## src/rtl/xed_pkg.sv

```systemverilog
package xed_pkg;

  localparam logic [7:0] CH_AMP  = 8'h26;
  localparam logic [7:0] CH_SEMI = 8'h3B;
  localparam logic [7:0] CH_HASH = 8'h23;
  localparam logic [7:0] CH_LT   = 8'h3C;
  localparam logic [7:0] CH_GT   = 8'h3E;
  localparam logic [7:0] CH_QUOT = 8'h22;
  localparam logic [7:0] CH_APOS = 8'h27;
  localparam logic [7:0] CH_XLO  = 8'h78;
  localparam logic [7:0] CH_XUP  = 8'h58;

  localparam logic [20:0] CP_SAT  = 21'h110000;
  localparam logic [20:0] CP_MAX1 = 21'h00007F;
  localparam logic [20:0] CP_MAX2 = 21'h0007FF;
  localparam logic [20:0] CP_MAX3 = 21'h00FFFF;
  localparam logic [20:0] CP_MAX4 = 21'h10FFFF;

  localparam logic [7:0] UTF_LEAD2 = 8'hC0;
  localparam logic [7:0] UTF_LEAD3 = 8'hE0;
  localparam logic [7:0] UTF_LEAD4 = 8'hF0;
  localparam logic [7:0] UTF_CONT  = 8'h80;

  localparam int F_NUM   = 0;
  localparam int F_HEX   = 1;
  localparam int F_DIGIT = 2;
  localparam int F_STOP  = 3;

  localparam logic [2:0] SRC_IN   = 3'd0;
  localparam logic [2:0] SRC_AMP  = 3'd1;
  localparam logic [2:0] SRC_RES  = 3'd2;
  localparam logic [2:0] SRC_BUF  = 3'd3;
  localparam logic [2:0] SRC_TAIL = 3'd4;
  localparam logic [2:0] SRC_UTF  = 3'd5;

  typedef struct packed {
    logic       push;
    logic       clear;
    logic       fl_start;
    logic       tail_in;
    logic       idx_step;
    logic       out_load;
    logic [2:0] out_sel;
    logic       out_last;
    logic       utf_load;
    logic       utf_shift;
  } cmd_t;

  typedef struct packed {
    logic       can_load;
    logic       in_amp;
    logic       in_semi;
    logic       name_full;
    logic       fl_empty;
    logic       fl_at_end;
    logic       res_flush;
    logic [2:0] res_count;
  } sts_t;

endpackage

```

## src/rtl/xed_ctrl.sv

```systemverilog
module xed_ctrl (
  input  logic          clk,
  input  logic          rst,
  input  logic          s_axis_tvalid,
  input  logic          s_axis_tlast,
  output logic          s_axis_tready,
  input  xed_pkg::sts_t sts,
  output xed_pkg::cmd_t cmd
);

  localparam logic [2:0] S_RUN  = 3'd0;
  localparam logic [2:0] S_AMP  = 3'd1;
  localparam logic [2:0] S_BUF  = 3'd2;
  localparam logic [2:0] S_TAIL = 3'd3;
  localparam logic [2:0] S_UTF  = 3'd4;

  localparam logic [1:0] M_NORMAL = 2'd0;
  localparam logic [1:0] M_NAME   = 2'd1;
  localparam logic [1:0] M_SKIP   = 2'd2;

  logic [2:0] state, state_next;
  logic [1:0] mode, mode_next;
  logic       tail_en, tail_en_next;
  logic [1:0] rem, rem_next;
  logic       accept;

  assign s_axis_tready = (state == S_RUN) && sts.can_load;
  assign accept = s_axis_tvalid && s_axis_tready;

  always_comb begin
    cmd = '0;
    state_next = state;
    mode_next = mode;
    tail_en_next = tail_en;
    rem_next = rem;
    case (state)
      S_RUN: begin
        if (accept) begin
          case (mode)
            M_NAME: begin
              if (sts.in_semi) begin
                cmd.clear = 1'b1;
                mode_next = M_NORMAL;
                if (sts.res_flush) begin
                  cmd.fl_start = 1'b1;
                  cmd.tail_in = 1'b0;
                  tail_en_next = 1'b1;
                  state_next = S_AMP;
                end else if (sts.res_count != 3'd0) begin
                  cmd.out_load = 1'b1;
                  cmd.out_sel = xed_pkg::SRC_RES;
                  cmd.out_last = (sts.res_count == 3'd1);
                  cmd.utf_load = 1'b1;
                  rem_next = 2'(sts.res_count - 3'd1);
                  if (sts.res_count != 3'd1) begin
                    state_next = S_UTF;
                  end
                end
              end else if (!sts.name_full) begin
                cmd.push = 1'b1;
                if (s_axis_tlast) begin
                  cmd.fl_start = 1'b1;
                  tail_en_next = 1'b0;
                  state_next = S_AMP;
                end
              end else begin
                cmd.clear = 1'b1;
                cmd.fl_start = 1'b1;
                cmd.tail_in = 1'b1;
                tail_en_next = 1'b1;
                mode_next = M_SKIP;
                state_next = S_AMP;
              end
            end
            M_SKIP: begin
              cmd.out_load = 1'b1;
              cmd.out_sel = xed_pkg::SRC_IN;
              cmd.out_last = 1'b1;
              if (sts.in_semi) begin
                mode_next = M_NORMAL;
              end
            end
            default: begin
              if (sts.in_amp) begin
                cmd.clear = 1'b1;
                mode_next = M_NAME;
                if (s_axis_tlast) begin
                  cmd.out_load = 1'b1;
                  cmd.out_sel = xed_pkg::SRC_AMP;
                  cmd.out_last = 1'b1;
                end
              end else begin
                cmd.out_load = 1'b1;
                cmd.out_sel = xed_pkg::SRC_IN;
                cmd.out_last = 1'b1;
              end
            end
          endcase
          if (s_axis_tlast) begin
            mode_next = M_NORMAL;
            cmd.clear = 1'b1;
          end
        end
      end
      S_AMP: begin
        if (sts.can_load) begin
          cmd.out_load = 1'b1;
          cmd.out_sel = xed_pkg::SRC_AMP;
          cmd.out_last = sts.fl_empty && !tail_en;
          if (!sts.fl_empty) begin
            state_next = S_BUF;
          end else if (tail_en) begin
            state_next = S_TAIL;
          end else begin
            state_next = S_RUN;
          end
        end
      end
      S_BUF: begin
        if (sts.can_load) begin
          cmd.out_load = 1'b1;
          cmd.out_sel = xed_pkg::SRC_BUF;
          cmd.out_last = sts.fl_at_end && !tail_en;
          cmd.idx_step = 1'b1;
          if (sts.fl_at_end) begin
            state_next = tail_en ? S_TAIL : S_RUN;
          end
        end
      end
      S_TAIL: begin
        if (sts.can_load) begin
          cmd.out_load = 1'b1;
          cmd.out_sel = xed_pkg::SRC_TAIL;
          cmd.out_last = 1'b1;
          state_next = S_RUN;
        end
      end
      S_UTF: begin
        if (sts.can_load) begin
          cmd.out_load = 1'b1;
          cmd.out_sel = xed_pkg::SRC_UTF;
          cmd.out_last = (rem == 2'd1);
          cmd.utf_shift = 1'b1;
          rem_next = rem - 2'd1;
          if (rem == 2'd1) begin
            state_next = S_RUN;
          end
        end
      end
      default: begin
        state_next = S_RUN;
      end
    endcase
  end

  always_ff @(posedge clk) begin
    if (rst) begin
      state <= S_RUN;
      mode <= M_NORMAL;
      tail_en <= 1'b0;
      rem <= 2'd0;
    end else begin
      state <= state_next;
      mode <= mode_next;
      tail_en <= tail_en_next;
      rem <= rem_next;
    end
  end

endmodule

```

## src/rtl/xed_dp.sv

```systemverilog
module xed_dp #(
  parameter int MAX_NAME_BYTES = 30
) (
  input  logic          clk,
  input  logic          rst,
  input  logic [7:0]    in_byte,
  input  xed_pkg::cmd_t cmd,
  output xed_pkg::sts_t sts,
  input  logic          out_ready,
  output logic          out_valid,
  output logic [7:0]    out_byte,
  output logic          out_last
);

  localparam int LW = $clog2(MAX_NAME_BYTES + 1);
  localparam int IW = $clog2(MAX_NAME_BYTES);

  logic [LW-1:0] len;
  logic [20:0]   value;
  logic [3:0]    flags;
  logic [7:0]    hd [4];
  logic [7:0]    mem [MAX_NAME_BYTES];
  logic [7:0]    rd_data;
  logic [LW-1:0] fl_len;
  logic [IW-1:0] idx, idx_next;
  logic [7:0]    tail;
  logic [7:0]    utf_q [3];

  logic          dv;
  logic [3:0]    dval;
  logic [25:0]   acc, sum;
  logic [20:0]   value_push, value_nx;
  logic [3:0]    flags_nx;
  logic          hit;
  logic [7:0]    ent;
  logic [7:0]    enc [4];
  logic [2:0]    enc_cnt;
  logic [7:0]    res [4];
  logic          res_flush;
  logic [2:0]    res_count;
  logic          at_end;
  logic [7:0]    out_mux;

  always_comb begin
    dv = 1'b0;
    dval = 4'd0;
    if (in_byte >= "0" && in_byte <= "9") begin
      dv = 1'b1;
      dval = in_byte[3:0];
    end else if (flags[xed_pkg::F_HEX] && ((in_byte >= "a" && in_byte <= "f") ||
                                           (in_byte >= "A" && in_byte <= "F"))) begin
      dv = 1'b1;
      dval = in_byte[3:0] + 4'd9;
    end
  end

  always_comb begin
    if (flags[xed_pkg::F_HEX]) begin
      acc = 26'({value, 4'b0000});
    end else begin
      acc = 26'({value, 3'b000}) + 26'({value, 1'b0});
    end
    sum = acc + 26'(dval);
    value_push = (sum > 26'(xed_pkg::CP_SAT)) ? xed_pkg::CP_SAT : sum[20:0];
  end

  always_comb begin
    flags_nx = flags;
    value_nx = value;
    if (len == '0) begin
      if (in_byte == xed_pkg::CH_HASH) begin
        flags_nx[xed_pkg::F_NUM] = 1'b1;
      end
    end else if (flags[xed_pkg::F_NUM] && !flags[xed_pkg::F_STOP]) begin
      if (len == LW'(1) && (in_byte == xed_pkg::CH_XLO || in_byte == xed_pkg::CH_XUP)) begin
        flags_nx[xed_pkg::F_HEX] = 1'b1;
      end else if (!dv) begin
        flags_nx[xed_pkg::F_STOP] = 1'b1;
      end else begin
        flags_nx[xed_pkg::F_DIGIT] = 1'b1;
        value_nx = value_push;
      end
    end
  end

  always_comb begin
    hit = 1'b1;
    ent = xed_pkg::CH_LT;
    if (len == LW'(2) && {hd[0], hd[1]} == "lt") begin
      ent = xed_pkg::CH_LT;
    end else if (len == LW'(2) && {hd[0], hd[1]} == "gt") begin
      ent = xed_pkg::CH_GT;
    end else if (len == LW'(3) && {hd[0], hd[1], hd[2]} == "amp") begin
      ent = xed_pkg::CH_AMP;
    end else if (len == LW'(4) && {hd[0], hd[1], hd[2], hd[3]} == "quot") begin
      ent = xed_pkg::CH_QUOT;
    end else if (len == LW'(4) && {hd[0], hd[1], hd[2], hd[3]} == "apos") begin
      ent = xed_pkg::CH_APOS;
    end else begin
      hit = 1'b0;
    end
  end

  always_comb begin
    for (int i = 0; i < 4; i++) begin
      enc[i] = 8'h00;
    end
    enc_cnt = 3'd0;
    if (value <= xed_pkg::CP_MAX1) begin
      enc_cnt = 3'd1;
      enc[0] = value[7:0];
    end else if (value <= xed_pkg::CP_MAX2) begin
      enc_cnt = 3'd2;
      enc[0] = xed_pkg::UTF_LEAD2 | {3'b000, value[10:6]};
      enc[1] = xed_pkg::UTF_CONT | {2'b00, value[5:0]};
    end else if (value <= xed_pkg::CP_MAX3) begin
      enc_cnt = 3'd3;
      enc[0] = xed_pkg::UTF_LEAD3 | {4'b0000, value[15:12]};
      enc[1] = xed_pkg::UTF_CONT | {2'b00, value[11:6]};
      enc[2] = xed_pkg::UTF_CONT | {2'b00, value[5:0]};
    end else if (value <= xed_pkg::CP_MAX4) begin
      enc_cnt = 3'd4;
      enc[0] = xed_pkg::UTF_LEAD4 | {5'b00000, value[20:18]};
      enc[1] = xed_pkg::UTF_CONT | {2'b00, value[17:12]};
      enc[2] = xed_pkg::UTF_CONT | {2'b00, value[11:6]};
      enc[3] = xed_pkg::UTF_CONT | {2'b00, value[5:0]};
    end
  end

  always_comb begin
    res = enc;
    res_flush = 1'b0;
    res_count = enc_cnt;
    if (hit) begin
      res[0] = ent;
      res_count = 3'd1;
    end else if (!(flags[xed_pkg::F_NUM] && flags[xed_pkg::F_DIGIT])) begin
      res_flush = 1'b1;
      res_count = 3'd0;
    end
  end

  assign at_end = (LW'(idx) + LW'(1)) == fl_len;

  always_comb begin
    if (cmd.fl_start) begin
      idx_next = '0;
    end else if (cmd.idx_step) begin
      idx_next = at_end ? '0 : idx + IW'(1);
    end else begin
      idx_next = idx;
    end
  end

  always_comb begin
    case (cmd.out_sel)
      xed_pkg::SRC_IN:   out_mux = in_byte;
      xed_pkg::SRC_AMP:  out_mux = xed_pkg::CH_AMP;
      xed_pkg::SRC_RES:  out_mux = res[0];
      xed_pkg::SRC_BUF:  out_mux = rd_data;
      xed_pkg::SRC_TAIL: out_mux = tail;
      xed_pkg::SRC_UTF:  out_mux = utf_q[0];
      default:           out_mux = in_byte;
    endcase
  end

  assign sts = '{
    can_load:  !out_valid || out_ready,
    in_amp:    (in_byte == xed_pkg::CH_AMP),
    in_semi:   (in_byte == xed_pkg::CH_SEMI),
    name_full: (len == LW'(MAX_NAME_BYTES)),
    fl_empty:  (fl_len == '0),
    fl_at_end: at_end,
    res_flush: res_flush,
    res_count: res_count
  };

  always_ff @(posedge clk) begin
    if (rst) begin
      out_valid <= 1'b0;
      len <= '0;
      value <= '0;
      flags <= '0;
    end else begin
      if (cmd.out_load) begin
        out_valid <= 1'b1;
      end else if (out_ready) begin
        out_valid <= 1'b0;
      end
      if (cmd.clear) begin
        len <= '0;
        value <= '0;
        flags <= '0;
      end else if (cmd.push) begin
        len <= len + LW'(1);
        value <= value_nx;
        flags <= flags_nx;
      end
    end
  end

  always_ff @(posedge clk) begin
    if (cmd.out_load) begin
      out_byte <= out_mux;
      out_last <= cmd.out_last;
    end
    if (cmd.push) begin
      mem[len[IW-1:0]] <= in_byte;
      if (len < LW'(4)) begin
        hd[len[1:0]] <= in_byte;
      end
    end
    rd_data <= mem[idx_next];
    idx <= idx_next;
    if (cmd.fl_start) begin
      fl_len <= cmd.push ? len + LW'(1) : len;
      tail <= cmd.tail_in ? in_byte : xed_pkg::CH_SEMI;
    end
    if (cmd.utf_load) begin
      utf_q[0] <= res[1];
      utf_q[1] <= res[2];
      utf_q[2] <= res[3];
    end else if (cmd.utf_shift) begin
      utf_q[0] <= utf_q[1];
      utf_q[1] <= utf_q[2];
    end
  end

endmodule

```

## src/rtl/xml_entity_decoder_unit.sv

```systemverilog
// Channel  Dir  tdata (low bit up)  tlast        Handshake
// s_axis   in   data_byte[7:0]      last         tvalid & tready
// m_axis   out  out_byte[7:0]       end_of_run   tvalid & tready
//
// A plain byte, a named entity or a buffered name byte is sent as one output byte.
// A numeric reference is sent as one to four UTF-8 bytes, and the input is held
// until the last is loaded; when its value is out of range, nothing is sent.
// A verbatim copy of a reference sends the ampersand, then the buffered name bytes,
// one name memory read per cycle unless the output stalls, then any tail byte.
// Reset returns the block to plain text mode with an empty name and no pending item.
// A stalled output register holds the input side as well.
module xml_entity_decoder_unit #(
  parameter int MAX_NAME_BYTES = 30
) (
  input  logic       clk,
  input  logic       rst,
  input  logic       s_axis_tvalid,
  output logic       s_axis_tready,
  input  logic [7:0] s_axis_tdata,   // [7:0] data_byte
  input  logic       s_axis_tlast,
  output logic       m_axis_tvalid,
  input  logic       m_axis_tready,
  output logic [7:0] m_axis_tdata,   // [7:0] out_byte
  output logic       m_axis_tlast
);

  xed_pkg::cmd_t cmd;
  xed_pkg::sts_t sts;

  xed_ctrl u_ctrl (
    .clk           (clk),
    .rst           (rst),
    .s_axis_tvalid (s_axis_tvalid),
    .s_axis_tlast  (s_axis_tlast),
    .s_axis_tready (s_axis_tready),
    .sts           (sts),
    .cmd           (cmd)
  );

  xed_dp #(
    .MAX_NAME_BYTES (MAX_NAME_BYTES)
  ) u_dp (
    .clk       (clk),
    .rst       (rst),
    .in_byte   (s_axis_tdata),
    .cmd       (cmd),
    .sts       (sts),
    .out_ready (m_axis_tready),
    .out_valid (m_axis_tvalid),
    .out_byte  (m_axis_tdata),
    .out_last  (m_axis_tlast)
  );

endmodule

```

## config.mk

```make
export PLATFORM = sky130hd
export DESIGN_NAME = xml_entity_decoder_unit
export DESIGN_NICKNAME = d
export VERILOG_FILES = /design/src/rtl/xed_pkg.sv /design/src/rtl/xed_ctrl.sv /design/src/rtl/xed_dp.sv /design/src/rtl/xml_entity_decoder_unit.sv
export SDC_FILE = /design/constraint.sdc
export NUM_CORES = 1
export LEC_CHECK = 0
export ABC_CLOCK_PERIOD_IN_PS = 4800
export CAP_MARGIN = 20
export CORE_MARGIN = 4
export CORE_UTILIZATION = 58
export DETAILED_ROUTE_END_ITERATION = 10
export DONT_BUFFER_PORTS = 1
export PLACE_DENSITY_LB_ADDON = 0.2
export REMOVE_ABC_BUFFERS = 1
export SYNTH_ARGS = -nofsm -noshare
export SYNTH_HDL_FRONTEND = slang
export SYNTH_SLANG_ARGS = --single-unit
```

## constraint.sdc

```tcl
create_clock -name clk -period 4.8 [get_ports clk]
set_clock_uncertainty 0.2 [all_clocks]
set_input_delay 0.96 -clock clk [delete_from_list [all_inputs] [get_ports clk]]
set_output_delay 0.96 -clock clk [all_outputs]
set_load 0.02 [all_outputs]
```

* Yosys cells after proc, flatten, opt, wreduce, memory -nomap -nowiden
Memory sizes are Yosys's and may differ from the RTL's. A register that Yosys moved wholly into a read port is not among the register bits.
Cells that the tools add are included.
** Word-level totals
- RAM bits :: 296
- Word-level logic and storage cells :: 245
- Memories :: 3
- Register bits after elaboration :: 66
- Output and inout bits :: 11
** Cells by class
- Reduce and logical (&&, ||, !) cells :: 39
- Order comparisons :: 12
- $add $sub $neg :: 7
- Bitwise gates (word level) :: 5
- Muxes and demuxes :: 116
- Equality and inequality tests :: 47
** Memories
- u_dp.mem :: depth 30, width 8, read ports 1, clocked after Yosys merged registers in 1, write ports 1, line xed_dp.sv:22 : logic [7:0] mem [MAX_NAME_BYTES];
- u_dp.hd :: depth 4, width 8, read ports 4, clocked after Yosys merged registers in 0, write ports 1, line xed_dp.sv:21 : logic [7:0] hd [4];
- u_dp.utf_q :: depth 3, width 8, read ports 3, clocked after Yosys merged registers in 0, write ports 3, line xed_dp.sv:27 : logic [7:0] utf_q [3];
** Operator list (number)
- $mux W8 :: 9
- $mux W3 :: 22
- $eq A32 B31 Y1 const B :: 2
- $mux W5 :: 10
- $mux W24 :: 2
- $pmux W8 S5 :: 1
- $mux W1 :: 38
- $eq A16 B15 Y1 const B :: 2
- $mux W16 :: 2
- $mux W32 :: 1
- $mux W6 :: 5
- $mux W2 :: 14
- $add A26 B4 Y26 :: 1
- $gt A26 B21 Y1 const B :: 1
- $mux W26 :: 1
- $add A24 B22 Y25 :: 1
- $pmux W5 S5 :: 1
- $eq A24 B23 Y1 const B :: 1
- $eq A8 B6 Y1 const B :: 3
- $le A21 B11 Y1 const B :: 1
- $le A21 B16 Y1 const B :: 1
- $le A21 B21 Y1 const B :: 1
- $le A21 B7 Y1 const B :: 1
- $mux W21 :: 1
- other kinds (45) :: 104

* Longest topological paths before layout
An unclocked memory read counts as a cell.
- Word-level depth :: 19
- Depth in mapped cells :: 20
- Mapped depth without buffers :: 18

* Cells and area by module
From an unflattened synthesis, not the netlist that was laid out.
** Unflattened totals
- Cells, all modules :: 1454
- Area, all modules :: 17879.6 sq um
** Modules (own cells, without submodules)
- xed_dp :: area each 17036.3 sq um, sequential area each 10339.9 sq um, instances 1, cells each 1333
- xed_ctrl :: area each 843.3 sq um, sequential area each 160.2 sq um, instances 1, cells each 121

* Worst setup path after synthesis
No wires, ideal clock.
- Path type :: input-to-reg
- Start :: input port s_axis_tdata[1]
- End :: register u_dp.value[8]
- Cell stages on the path :: 19
- Setup time :: 0.119 ns
- Data arrival time :: 4.526 ns
- Required time :: 4.481 ns
- Setup slack :: -0.046 ns
- Buffers on the path :: 1
- Path through :: inv_1 -> ha_1 -> nor2_1 -> a32oi_1 -> and4_1 -> a21o_1 -> a22o_1 -> ha_1 -> a21o_1 -> a21oi_1 -> a211oi_1 -> a21boi_1 -> and3_1 -> nand4_2 -> nor3_4 -> xor2_4 -> o31ai_4 -> buf_6 -> o31ai_2
** On the way
- Cells in the longest elaborated chain, start to end :: 9
- Elaborated cells on any way between the ends :: 36
- Those cells by class :: add/sub (2); order compare (7); eq/ne (4); mux (13); bitwise (1); reduce/logical (9)
** Ends and longest elaborated chain
- from (decl) :: line xml_entity_decoder_unit.sv:19 : input logic [7:0] s_axis_tdata,
- $ge A8 B7 Y1, or another cell as far along :: line xed_dp.sv:50 : end else if (flags[xed_pkg::F_HEX] && ((in_byte >= "a" && in_byte <= "f") ||
- $logic_and A1 B1 Y1, on equally long branches :: line xed_dp.sv:50, xed_dp.sv:51
- $logic_or A1 B1 Y1 :: line xed_dp.sv:50
- $logic_and A1 B1 Y1 :: line xed_dp.sv:50
- $mux W4 :: line xed_dp.sv:50
- $mux W4 :: line xed_dp.sv:47 : if (in_byte >= "0" && in_byte <= "9") begin
- $add A26 B4 Y26 :: line xed_dp.sv:63 : sum = acc + 26'(dval);
- $gt A26 B21 Y1 :: line xed_dp.sv:64 : value_push = (sum > 26'(xed_pkg::CP_SAT)) ? xed_pkg::CP_SAT : sum[20:0];
- $mux W21 :: line xed_dp.sv:64
- to (signal assigned) :: line xed_dp.sv:196 : value <= value_nx;
- to (decl) :: line xed_dp.sv:19 : logic [20:0] value;
Parallel ways exist; a longest one is shown, timed or not.
A chain may end at the register's enable or synchronous reset.

* Worst setup path in the final report
- Start :: input port s_axis_tdata[1]
- End :: register u_dp.value[18]
The elaborated chain is that of the path after synthesis.

==> results_dict.tcl <==
set metrics [dict create \
    synth_compound_area_frac 0.165 \
    p_leak_nw 7.01 \
    fmax_mhz 225 \
    seqCellArea_um2 10500 \
    synth_edf_count 315 \
    crit_type "primary input to register" \
    synthTopCellsByCount "315 x edfxtp_1, 135 x nand2_1, 118 x nor2_1, 87 x a21oi_1, 71 x mux2i_1" \
    initial_utilization 0.589 \
    worst_slew_pin_slew_ps 928 \
    p_sw_w 0.00194 \
    dp.cells 1912 \
    firstDrtPassIters 5 \
    areaGrowthSynthToFinish_pct 11.4 \
    swShare 0.255 \
    yosysMostFrequentCell "edfxtp_1" \
    port_buffers 0 \
    placed_area_um2 18800 \
    std_cell_rows 64 \
    powerDensity_nw_per_um2 378 \
    clock_latency_ps 540 \
    required_ps 5040 \
    period_needed_ps 4450 \
    grt.total_usage 0.268 \
    die_h_um 184 \
    cts_sinks 367 \
    crit_path_start_kind "primary input" \
    cts.clk_slew.worst_paths_ps 60 \
    wl_per_cell_um 23.1 \
    diodes 0 \
    synth_area_leaders "edfxtp_1 52%, dfxtp_1 5.8%, mux2i_1 3.9%" \
    drc_errors 0 \
    pre_cts_slack_ps -205 \
    via_per_inst 6.48 \
    p_comb_frac 0.134 \
    p_seq_frac 0.474 \
    tns_ps 0 \
    ir_drop_v 0.000357 \
    dp_hpwl_um 30600 \
    ant_nets 0 \
    cts-buffers-inserted 39 \
    nFillCells 2303 \
    fin_ws_ps 350 \
    synth_top_family_by_area "compound AO/OA/AOI/OAI gates" \
    grt_max_degree 58 \
    ys_warn_count 0 \
    antenna_found_initial 0 \
    hp-class "primary input to register" \
    layout-drive-gt1-share 0.136 \
    synthesis.area_um2 18000 \
    rsz0062_at_grt "no" \
    finalMaxSlewViolations 0 \
    yosysTopAreaCell "edfxtp_1" \
    final_cells 1981 \
    synth.distinct_cells 94 \
    grt_pass1_vias 12500 \
    netlist.area_leader.share 0.525 \
    synth_flop_cell "edfxtp_1" \
    drt-initial-drc-count 1472 \
    crit_arrival_ps 4690 \
    syn_area_per_cell_um2 12.0 \
    ios 24 \
    grt_pass1_wl_um 71300 \
    synthAdderAreaFrac 0.0279 \
    ys_ff_latch 367 \
    cts_tree "yes" \
    post_cts_buffers 0 \
    clkPwrFrac 0.391 \
    internal_power_w 0.00565 \
    die_x_um 184 \
    finalPower_w 0.00759 \
    vias 12800 \
    setup_viol 0 \
    synth_mux_area_frac 0.0538 \
    status "finished clean" \
    slew_headroom 0.379 \
    cts.htree.levels 2 \
    maxCapViolCount 0 \
    yosysSeqAreaShare 0.583 \
    final_hold_viol_count 0 \
    finalCritPeriodShare 0.927 \
    multi_input_area_um2 7020 \
    syn_inst 1507 \
    drt_wl_total_um 45700 \
    final_nets 1610 \
    dieArea_um2 34000 \
    cts-root-buf "clkbuf_16" \
    clock_path_buffers 3 \
    grt_overflow 0 \
    coreArea_um2 30600 \
    synth-simple-area-share 0.126 \
    gp_congestion 0.898 \
    endpoint_kind "register" \
    synthArstFlopShare 0 \
    final_area_um2 20100 \
    synth_xor_area_frac 0.0161 \
    path_max_fanout 39 \
]
layout make-up:
class / count / share of cell area
clock inverters: 20 / 0.0105
inverters: 39 / 0.00735
flip-flops and latches: 367 / 0.523
well taps: 396 / 0.0247
repair buffers: 81 / 0.0328
clock buffers: 48 / 0.0523
multi-input cells: 1030 / 0.350
per-layer routing:
metal / global-route usage / vias up / wire length, um
met5: 0 / - / 0
met4: 0.0630 / 0 / 845
met3: 0.0426 / 70 / 3740
met2: 0.414 / 548 / 20900
met1: 0.404 / 6280 / 20200
li1: - / 5943 / -
per-stage QoR:
| step | util | hold slack (ps) |
|---|---|---|
| global placement | 0.615 | 244 |
| detailed placement | 0.615 | 260 |
| global route | 0.657 | 278 |
| finish | 0.657 | 286 |
| floorplan | - | 228 |
| CTS | 0.656 | 275 |
final timing paths:
kind	from	cells after the start	end	slack, ps
worst max-delay path	s_axis_tdata[1]	19	u_dp.value[18]	350
worst min-delay path	rst	1	u_ctrl.rem[0]	290
worst max register to register	u_dp.hd[1][1]	12	u_dp.rd_data[5]	370
worst min register to register	u_dp.flags[3]	2	u_dp.flags[3]	290
kinds of logic (layout without fill, tap and decap cells):
logic type / after synthesis / in the layout
buf+inv: 110 / 188
xor+xnor: 31 / 31
flops: 367 / 367
mux: 92 / 92
compound gates: 413 / 413
fa+ha+maj: 39 / 39
simple gates: 455 / 455
registers in the layout, indices dropped and copies added (netlist names):
| signal | count |
|---|---|
| u_dp.mem | 240 |
| u_dp.value | 21 |
| u_dp.len | 5 |
| u_dp.idx | 5 |
| u_ctrl.state | 3 |
| u_dp.hd | 32 |
| u_dp.rd_data | 8 |
| u_ctrl.mode | 2 |
| u_dp.out_byte | 8 |
| u_dp.out_valid | 1 |
| u_ctrl.tail_en | 1 |
| u_dp.utf_q | 21 |
| u_dp.fl_len | 5 |
| u_dp.tail | 8 |
| u_ctrl.rem | 2 |
| u_dp.out_last | 1 |
| u_dp.flags | 4 |
cell usage in the layout, fill, tap and decap left out, drive strengths merged, types with 34 or more instances in the layout:
cell    count
buf        81
ha         37
clkbuf     48
inv        43
a21oi      91
nor3       34
dfxtp      52
nand2     135
mux2i      71
edfxtp    315
nor2      119
o21ai      56
critical path, stage by stage:
cell and delay [ps]:
inv_1 50, ha_1 190, nor2_1 90, a32oi_1 60, and4_1 220, a21o_1 180, a22o_1 250, ha_1 280
a21o_1 100, a21oi_1 70, a211oi_1 440, a21bo_2 290, nor3_1 170, o211a_1 170, o2111ai_1 140, nor4_1 480
o31ai_4 130, buf_12 170, o31ai_1 240
what timing repair did:
action	in CTS	in global routing
endpoints found under the setup margin	0	3
hold endpoints to repair	0	0
hold buffers	0	0
resized for setup	0	2
power groups by stage:
| stage | Sequential (W) | Combinational (W) | Clock (W) |
|---|---|---|---|
| global placement | 0.00367 | 0.00100 | 0 |
| global route | 0.00360 | 0.00109 | 0.00314 |
| detailed placement | 0.00367 | 0.00100 | 0 |
| CTS | 0.00360 | 0.00101 | 0.00300 |
| finish | 0.00360 | 0.00102 | 0.00297 |
| floorplan | 0.00364 | 0.000640 | 0 |
Power figures use the tool's default switching activity.
